**src/rtl/crp_pkg.sv**
```systemverilog
`default_nettype none
// ----------------------------------------------------------------------------
// Cache replacement policy package
// Sizes, codes, the per-set state entry and the LFSR step shared by the
// replacement engine.
// ----------------------------------------------------------------------------
package crp_pkg;

   localparam int SETS        = 64;
   localparam int WAYS        = 8;
   localparam int SET_W       = $clog2(SETS);
   localparam int WAY_W       = $clog2(WAYS);
   localparam int LEVELS      = WAY_W;
   localparam int TREE_W      = WAYS - 1;
   localparam int POLICY_W    = 2;
   localparam int LFSR_W      = 16;
   localparam int REQ_TDATA_W = 16;
   localparam int RSP_TDATA_W = 16;

   localparam logic [LFSR_W-1:0] LFSR_SEED = 16'hACE1;

   typedef enum logic [POLICY_W-1:0] {
      POL_RANDOM   = 2'd0,
      POL_LRU      = 2'd1,
      POL_PLRU     = 2'd2,
      POL_RESERVED = 2'd3
   } policy_type;

   typedef enum logic {
      OP_VICTIM = 1'b0,
      OP_ACCESS = 1'b1
   } opcode_type;

   // Recency stack, position 0 (the head, least recently used) in the lowest bits.
   typedef logic [WAYS-1:0][WAY_W-1:0] stack_type;

   typedef struct packed {
      logic [TREE_W-1:0] tree;
      stack_type         stack;
   } entry_type;

   function automatic stack_type stack_reset_value();
      stack_type s;
      for (int p = 0; p < WAYS; p++) begin
         s[p] = WAY_W'(p);
      end
      return s;
   endfunction

   // Fibonacci step: taps 0, 2, 3 and 5 feed bit 15.
   function automatic logic [LFSR_W-1:0] lfsr_step(input logic [LFSR_W-1:0] l);
      logic fb;
      fb = l[0] ^ l[2] ^ l[3] ^ l[5];
      return {fb, l[LFSR_W-1:1]};
   endfunction

endpackage : crp_pkg
`default_nettype wire

```
**src/rtl/cache_replacement_policy.sv**
```systemverilog
`default_nettype none
// ----------------------------------------------------------------------------
// Cache replacement policy engine
// Chooses victim ways and tracks accesses for a set-associative cache under
// random, true LRU or tree pseudo-LRU replacement.
// ----------------------------------------------------------------------------
// Usage:
//   Requests arrive on req_*: req_tuser carries the opcode (victim request or
//   access report), req_tdata the set and, for accesses, the way. A victim
//   request returns one response on rsp_* with the chosen way and the set;
//   an access report returns nothing and updates the set's state.
//   csr_we/csr_wdata write the policy register; write it only while idle.
//   A victim response is formed in the second stage and held in the output
//   register until it is taken. One request is taken every cycle while the
//   second stage is not stalled: the set is read from the state memories,
//   then the answer is formed and the modified entry written back. A write
//   to the set read in the same cycle is forwarded, so back-to-back requests
//   to one set see each other.
//   Reset sets the policy to tree pseudo-LRU and the LFSR to its seed; per-set
//   valid bits make every set read as its reset state at once, with no
//   clearing pass. When rsp_tready is low, one response waits in the output
//   register and one more victim request waits in the second stage; after
//   that req_tready drops.
// ----------------------------------------------------------------------------
module cache_replacement_policy (
   input  wire                               clock,
   input  wire                               reset,
   input  wire                               req_tvalid,
   output logic                              req_tready,
   // [5:0] set_sel, [8:6] way, [15:9] zero
   input  wire  [crp_pkg::REQ_TDATA_W-1:0]   req_tdata,
   // [0] opcode
   input  wire  [0:0]                        req_tuser,
   output logic                              rsp_tvalid,
   input  wire                               rsp_tready,
   // [2:0] victim_way, [8:3] victim_set, [15:9] zero
   output logic [crp_pkg::RSP_TDATA_W-1:0]   rsp_tdata,
   input  wire                               csr_we,
   input  wire  [crp_pkg::POLICY_W-1:0]      csr_wdata
);
   import crp_pkg::*;

   policy_type         policy_ff;
   logic [LFSR_W-1:0]  lfsr_ff;
   logic [LFSR_W-1:0]  lfsr_in;
   logic [LFSR_W-1:0]  lfsr_next;

   logic               req_accept;
   logic [SET_W-1:0]   req_set;
   logic [WAY_W-1:0]   req_way;
   opcode_type         req_op;

   logic               s1_valid_ff;
   logic               s1_valid_in;
   opcode_type         s1_op_ff;
   logic [SET_W-1:0]   s1_set_ff;
   logic [WAY_W-1:0]   s1_way_ff;
   logic               s1_done;

   logic               byp_ff;
   logic               byp_in;
   entry_type          byp_data_ff;

   entry_type          mem_entry;
   entry_type          s1_entry;
   entry_type          wr_entry;
   logic               wr_req;
   logic               wr_en;
   logic [WAY_W-1:0]   victim;

   logic               rsp_valid_ff;
   logic               rsp_valid_in;
   logic [WAY_W-1:0]   rsp_way_ff;
   logic [SET_W-1:0]   rsp_set_ff;
   logic               rsp_load;

   assign req_set    = req_tdata[SET_W-1:0];
   assign req_way    = req_tdata[SET_W+WAY_W-1:SET_W];
   assign req_op     = opcode_type'(req_tuser[0]);
   assign req_accept = req_tvalid && req_tready;

   // An access never waits on the output; a victim request waits for room.
   assign s1_done    = s1_valid_ff && ((s1_op_ff == OP_ACCESS) || !rsp_valid_ff || rsp_tready);
   assign req_tready = !s1_valid_ff || s1_done;
   assign wr_en      = s1_done && wr_req;
   assign rsp_load   = s1_done && (s1_op_ff == OP_VICTIM);

   crp_state_mem u_state_mem (
      .clock    (clock),
      .reset    (reset),
      .rd_en    (req_accept),
      .rd_addr  (req_set),
      .wr_en    (wr_en),
      .wr_addr  (s1_set_ff),
      .wr_data  (wr_entry),
      .rd_entry (mem_entry)
   );

   // The memory returns the old entry when it is written in the cycle it is read.
   assign byp_in   = wr_en && (s1_set_ff == req_set);
   assign s1_entry = byp_ff ? byp_data_ff : mem_entry;

   assign lfsr_next = lfsr_step(lfsr_ff);

   crp_policy_unit u_policy_unit (
      .policy    (policy_ff),
      .opcode    (s1_op_ff),
      .way       (s1_way_ff),
      .entry     (s1_entry),
      .lfsr_next (lfsr_next),
      .victim    (victim),
      .wr_req    (wr_req),
      .wr_entry  (wr_entry)
   );

   always_comb begin
      lfsr_in = lfsr_ff;
      if (rsp_load && (policy_ff == POL_RANDOM)) begin
         lfsr_in = lfsr_next;
      end
   end

   always_comb begin
      s1_valid_in = s1_valid_ff;
      if (req_accept) begin
         s1_valid_in = 1'b1;
      end else if (s1_done) begin
         s1_valid_in = 1'b0;
      end
   end

   always_comb begin
      rsp_valid_in = rsp_valid_ff;
      if (rsp_load) begin
         rsp_valid_in = 1'b1;
      end else if (rsp_tready) begin
         rsp_valid_in = 1'b0;
      end
   end

   always_ff @(posedge clock) begin
      if (reset) begin
         policy_ff    <= POL_PLRU;
         lfsr_ff      <= LFSR_SEED;
         s1_valid_ff  <= 1'b0;
         byp_ff       <= 1'b0;
         rsp_valid_ff <= 1'b0;
      end else begin
         if (csr_we) begin
            policy_ff <= policy_type'(csr_wdata);
         end
         lfsr_ff      <= lfsr_in;
         s1_valid_ff  <= s1_valid_in;
         rsp_valid_ff <= rsp_valid_in;
         if (req_accept) begin
            byp_ff <= byp_in;
         end
      end
   end

   always_ff @(posedge clock) begin
      if (req_accept) begin
         s1_op_ff    <= req_op;
         s1_set_ff   <= req_set;
         s1_way_ff   <= req_way;
         byp_data_ff <= wr_entry;
      end
      if (rsp_load) begin
         rsp_way_ff <= victim;
         rsp_set_ff <= s1_set_ff;
      end
   end

   assign rsp_tvalid = rsp_valid_ff;
   assign rsp_tdata  = {(RSP_TDATA_W - SET_W - WAY_W)'(0), rsp_set_ff, rsp_way_ff};

   // A same-set write in the read cycle must be forwarded to the next request.
   assert property (@(posedge clock) disable iff (reset)
      req_accept && byp_in |=> byp_ff)
      else $error("forwarding flag not set after same-set write");

   // A stalled second stage keeps its request.
   assert property (@(posedge clock) disable iff (reset)
      s1_valid_ff && !s1_done |=> s1_valid_ff && $stable(s1_set_ff) && $stable(s1_op_ff))
      else $error("second stage lost its request while stalled");

   // A waiting response is never overwritten.
   assert property (@(posedge clock) disable iff (reset)
      rsp_valid_ff && !rsp_tready |-> !rsp_load)
      else $error("pending response overwritten");

   // The LFSR never locks up at zero.
   assert property (@(posedge clock) disable iff (reset)
      lfsr_ff != '0)
      else $error("LFSR reached the all-zero state");

endmodule : cache_replacement_policy
`default_nettype wire

```
**src/rtl/crp_state_mem.sv**
```systemverilog
`default_nettype none
// ----------------------------------------------------------------------------
// Replacement state store
// Two synchronous memories (tree bits and recency stacks) with registered
// reads, plus a valid bit per set so that untouched sets read as their reset
// state.
// ----------------------------------------------------------------------------
module crp_state_mem (
   input  wire                         clock,
   input  wire                         reset,
   input  wire                         rd_en,
   input  wire  [crp_pkg::SET_W-1:0]   rd_addr,
   input  wire                         wr_en,
   input  wire  [crp_pkg::SET_W-1:0]   wr_addr,
   input  wire  crp_pkg::entry_type    wr_data,
   output crp_pkg::entry_type          rd_entry
);
   import crp_pkg::*;

   logic [TREE_W-1:0] tree_mem  [SETS];
   stack_type         stack_mem [SETS];
   logic [SETS-1:0]   valid_ff;
   logic [SETS-1:0]   valid_in;

   logic [TREE_W-1:0] tree_rd_ff;
   stack_type         stack_rd_ff;
   logic              valid_rd_ff;

   always_ff @(posedge clock) begin
      if (wr_en) begin
         tree_mem[wr_addr]  <= wr_data.tree;
         stack_mem[wr_addr] <= wr_data.stack;
      end
      if (rd_en) begin
         tree_rd_ff  <= tree_mem[rd_addr];
         stack_rd_ff <= stack_mem[rd_addr];
         valid_rd_ff <= valid_ff[rd_addr];
      end
   end

   always_comb begin
      valid_in = valid_ff;
      if (wr_en) begin
         valid_in[wr_addr] = 1'b1;
      end
   end

   always_ff @(posedge clock) begin
      if (reset) begin
         valid_ff <= '0;
      end else begin
         valid_ff <= valid_in;
      end
   end

   always_comb begin
      if (valid_rd_ff) begin
         rd_entry.tree  = tree_rd_ff;
         rd_entry.stack = stack_rd_ff;
      end else begin
         rd_entry.tree  = '0;
         rd_entry.stack = stack_reset_value();
      end
   end

endmodule : crp_state_mem
`default_nettype wire

```
**src/rtl/crp_policy_unit.sv**
```systemverilog
`default_nettype none
// ----------------------------------------------------------------------------
// Replacement policy unit
// Picks the victim for a set and computes the updated entry after an access,
// for random, true LRU and tree pseudo-LRU.
// ----------------------------------------------------------------------------
module crp_policy_unit (
   input  wire  crp_pkg::policy_type   policy,
   input  wire  crp_pkg::opcode_type   opcode,
   input  wire  [crp_pkg::WAY_W-1:0]   way,
   input  wire  crp_pkg::entry_type    entry,
   input  wire  [crp_pkg::LFSR_W-1:0]  lfsr_next,
   output logic [crp_pkg::WAY_W-1:0]   victim,
   output logic                        wr_req,
   output crp_pkg::entry_type          wr_entry
);
   import crp_pkg::*;

   logic [WAY_W-1:0]  plru_way;
   logic [WAY_W-1:0]  walk_idx;
   logic [WAY_W-1:0]  touch_idx;
   logic [TREE_W-1:0] tree_new;
   stack_type         stack_new;
   logic              seen;

   // Tree walk: the victim is built from the node bits met on the way down,
   // most significant bit first.
   always_comb begin
      plru_way = '0;
      walk_idx = '0;
      for (int l = 0; l < LEVELS; l++) begin
         walk_idx = WAY_W'((1 << l) - 1) + plru_way;
         plru_way = {plru_way[WAY_W-2:0], entry.tree[walk_idx]};
      end
   end

   // Every ancestor of the accessed leaf is made to point away from it.
   always_comb begin
      tree_new  = entry.tree;
      touch_idx = '0;
      for (int l = 0; l < LEVELS; l++) begin
         touch_idx = WAY_W'((1 << l) - 1) + WAY_W'(way >> (LEVELS - l));
         tree_new[touch_idx] = ~way[LEVELS-1-l];
      end
   end

   // Remove the accessed way from the stack, close the gap and put it at the tail.
   always_comb begin
      stack_new = entry.stack;
      seen      = 1'b0;
      for (int p = 0; p < WAYS - 1; p++) begin
         seen = seen | (entry.stack[p] == way);
         stack_new[p] = seen ? entry.stack[p+1] : entry.stack[p];
      end
      stack_new[WAYS-1] = way;
   end

   always_comb begin
      unique case (policy)
         POL_RANDOM:   victim = lfsr_next[WAY_W-1:0];
         POL_LRU:      victim = entry.stack[0];
         POL_PLRU:     victim = plru_way;
         POL_RESERVED: victim = '0;
         default:      victim = '0;
      endcase
   end

   always_comb begin
      wr_req         = (opcode == OP_ACCESS) && ((policy == POL_LRU) || (policy == POL_PLRU));
      wr_entry.tree  = (policy == POL_PLRU) ? tree_new  : entry.tree;
      wr_entry.stack = (policy == POL_LRU)  ? stack_new : entry.stack;
   end

endmodule : crp_policy_unit
`default_nettype wire

```
**config.mk**
```make
export PLATFORM = sky130hd
export DESIGN_NAME = cache_replacement_policy
export DESIGN_NICKNAME = d
export VERILOG_FILES = /design/src/rtl/crp_pkg.sv /design/src/rtl/cache_replacement_policy.sv /design/src/rtl/crp_state_mem.sv /design/src/rtl/crp_policy_unit.sv
export SDC_FILE = /design/constraint.sdc
export NUM_CORES = 2
export LEC_CHECK = 0
export ABC_AREA = 0
export BUFFER_PORTS_ARGS = -buffer_cell sky130_fd_sc_hd__buf_2
export CORE_UTILIZATION = 60
export DETAILED_ROUTE_END_ITERATION = 10
export PLACE_DENSITY = 0.81
export REMOVE_ABC_BUFFERS = 1
export SETUP_SLACK_MARGIN = 0.3
export SLEW_MARGIN = 40
export SYNTH_ARGS = -nofsm -noshare
export SYNTH_HDL_FRONTEND = slang
export SYNTH_SLANG_ARGS = --single-unit
```
**constraint.sdc**
```tcl
create_clock -name clock -period 7.18 [get_ports clock]
set_clock_uncertainty 0.1 [all_clocks]
set_input_delay 0.359 -clock clock [delete_from_list [all_inputs] [get_ports clock]]
set_output_delay 0.359 -clock clock [all_outputs]
set_load 0.03 [all_outputs]
```
==> flow_summary.toml <==
[timing]
final-max-slew-violation-count = 0
worst_slew_pin_slew_ps = 1190
hold_violations = 0
tns_ps = 0
slew_headroom_pct = 19.6
fmax_ghz = 0.198
min_period_ps = 5040
rsz0062_at_grt = "no"
min_period_over_period_pct = 70.2
setup_viol = 0

[layout]
area_growth_pct = 12.9
drive_gt1_share_pct = 29.2
final_cell_area_mm2 = 0.0933
n_fill_cell = 7323
final_core_util_pct = 68.6
nets = 3943

[power]
p_sw_share_pct = 22.3
vdd_drop_max_v = 0.000280
p_sw_w = 0.00586
p_leak_nw = 29.3
powerDensity_mw_per_mm2 = 282
clkPwrFrac_pct = 40.7
internal-power_w = 0.0204
seqPwrFrac_pct = 53.2
pwr-share-comb_pct = 6.0

[setup_path]
path_common_cell = "buf_4"
arrival_ps = 5500
worstSetupPathType = "register to register"
crit_chain = "buf_4, nor2b_2, a22oi_1, mux2_2, o32ai_2, nor3_2, mux2i_4, buf_6, buf_4"
reg2reg_from = "byp_ff"
worst-path-buf-inv = 3
crit_path_max_incr_delay_ps = 910
cpMaxStageDelayCell = "dfxtp_1"
r2r_cells = 9
rr_endpoint = "u_state_mem.stack_mem[4][16]"
crit_path_end_kind = "register"
regToRegSetupSlack_ps = 2140
cp_max_fo = 33
path_delay_family = "buffers and inverters"
start_kind = "register"
cp.required_ps = 7640

[routing]
via_per_inst = 7.51
post-route-drc-count = 0
drt-wirelength-per-cell_um = 40.0
wl_mm = 235
firstDrtPassIters = 9
drt-initial-drc-count = 8378
via_count = 44023
ant_nets = 0

[floorplanning]
dieArea_mm2 = 0.139
row_count = 135
core-area_mm2 = 0.136
die_w_um = 373
pin_count = 42
start_util_pct = 60.8
dieHeight_um = 373

[clock_tree]
cts.clk_slew.worst_paths_ps = 70
clk_latency_ps = 840
cts_max_level = 4
ctsHoldBuffers = 15
root_buffer = "clkbuf_16"
cts_tree = "done"
ctsResizeCount = 0
cts_buffers = 196
clkSinkCount = 2151
cts_buffer_depth = 3
postCtsSetupBuffers = 0

[global_routing]
grt_pass1_wl_mm = 318
grt_overflow_total = 0
grt_use_total_pct = 32.7
grt_pass1_vias = 43505
antenna_found_initial = 16
grt_start_max_net_pins = 122

[synthesis]
yosysTopAreaCellShare_pct = 75.1
synth_edf_count = 2066
ys_types = 64
synth_warnings = 0
synthTopCellsByArea = "edfxtp_1 (75%), mux4_2 (16%), dfxtp_1 (2.1%), mux2i_1 (1.1%), a22oi_1 (0.74%)"
yosysMostFrequentCell = "edfxtp_1"
synth-seq-cells = 2151
syn_inst = 3701
yosysSeqAreaShare_pct = 77.1
synth_largest_area_cell = "edfxtp_1"
syn_avg_cell_area_um2 = 22.3
synth_common_cells = "edfxtp_1 (2066), mux4_2 (574), nor2_1 (104), nand2_1 (98), clkbuf_1 (95)"
synthesis.area_mm2 = 0.0826
synthArstFlopShare_pct = 0
ys.flop_type = "edfxtp_1"

[place]
hpwl_mm = 110
port_buffers = 27
placed_cell_area_mm2 = 0.0865
place_congestion = 0.922

[hold_path]
hold_class = "primary input to register"
whs_endpoint = "s1_set_ff[5]"
min_delay_path_depth = 2
min-delay-start = "req_tdata[5]"

[status]
status = "complete, no violations"

[flow_run]
max_cap_violations = 0
[cells by family after synthesis]
kind of cell / count (synthesis) / synth area share, %
AO/OA/AOI/OAI: 309 / 2.63
XOR/XNOR: 22 / 0.233
adder cells (fa/ha/maj): 9 / 0.136
buffers and inverters: 224 / 1.27
flip-flops: 2151 / 77.1
multiplexers: 666 / 16.8
other: 1 / 0.00454
AND/OR/NAND/NOR: 319 / 1.82
[worst reg2reg max path: stages (launching register included)]
cell and delay [ps]:
dfxtp_1 910, buf_4 460, nor2b_2 200, a22oi_1 620, mux2_2 300, o32ai_2 110
nor3_2 590, mux2i_4 680, buf_6 300, buf_4 460
[per-layer routing]
metal	GRT usage [%]	vias to the layer above	part of all wire (%)
li1	-	16055	-
met1	42.9	22371	32
met2	50.7	4623	47
met3	9.48	956	15
met4	16.6	18	6.2
met5	0	-	0.072
[power by group through the flow]
| stage | sequential (W) | combinational [W] | clock (W) |
|---|---|---|---|
| 2_1_floorplan | 0.0143 | 0.000678 | 0 |
| 3_3_place_gp | 0.0143 | 0.00134 | 0 |
| 3_5_place_dp | 0.0143 | 0.00144 | 0 |
| 4_1_cts | 0.0140 | 0.00149 | 0.0107 |
| 5_1_grt | 0.0140 | 0.00160 | 0.0111 |
| 6_report | 0.0140 | 0.00158 | 0.0107 |
[area by class of cell]
cell class / count / area, um2 / share of cell area, %
clock inverters: 114 / 1120 / 1.20
multi-input cells: 1332 / 18800 / 20.1
clock buffers: 256 / 5320 / 5.70
flip-flops and latches: 2151 / 63700 / 68.3
diodes: 1 / 2.50 / 0.00268
well taps: 1781 / 2230 / 2.39
repair buffers: 215 / 2040 / 2.18
inverters: 14 / 52.6 / 0.0563
[layout by cell type, fill, tap and decap left out, drive strengths merged, types with 9 or more instances in the layout]
cell and count:
dlygate4sd3 15, a221oi 24, xnor2 16, nand2 98
and2 12, nand3 40, clkinvlp 12, nor2b 16
dfxtp 85, clkbuf 256, mux4 574, bufinv 20
clkinv 72, buf 200, mux2i 89, a21oi 46
inv 24, nor2 104, o21ai 55, ha 9
a22oi 81, edfxtp 2066, o311ai 14, o21a 64
[registers in the layout, indices dropped and copies added, names as in the netlist]
signal	cells
policy_ff	2
u_state_mem.tree_rd_ff	7
lfsr_ff	16
s1_way_ff	3
s1_valid_ff	1
s1_op_ff	1
byp_data_ff	31
u_state_mem.stack_mem	1536
u_state_mem.stack_rd_ff	24
rsp_way_ff	3
u_state_mem.valid_ff	64
rsp_tvalid	1
rsp_set_ff	6
u_state_mem.tree_mem	448
u_state_mem.valid_rd_ff	1
byp_ff	1
s1_set_ff	6
[stage by stage]
stage	worst slack, ps	hold WS, ps	std cells	total power [W]
global placement	2470	340	5442	0.0156
finish	2140	118	5864	0.0263
floorplan	2270	326	3497	0.0150
CTS	2190	54.5	5852	0.0261
detailed placement	2520	348	5467	0.0157
global route	2170	80.4	5863	0.0267
[worst max-delay path by stage]
stage,startpoint,end,slack [ps],depth (start not counted)
6_report,byp_ff,u_state_mem.stack_mem[4][16],2140,9
5_1_grt,byp_ff,u_state_mem.stack_mem[5][16],2170,8
4_1_cts,u_state_mem.valid_rd_ff,u_state_mem.stack_mem[52][20],2190,7
3_5_place_dp,u_state_mem.valid_rd_ff,u_state_mem.stack_mem[60][20],2520,7
3_3_place_gp,byp_ff,u_state_mem.stack_mem[20][7],2470,7
2_1_floorplan,byp_ff,byp_data_ff[19],2270,6
No activity file was read; power rests on OpenSTA's default activity.
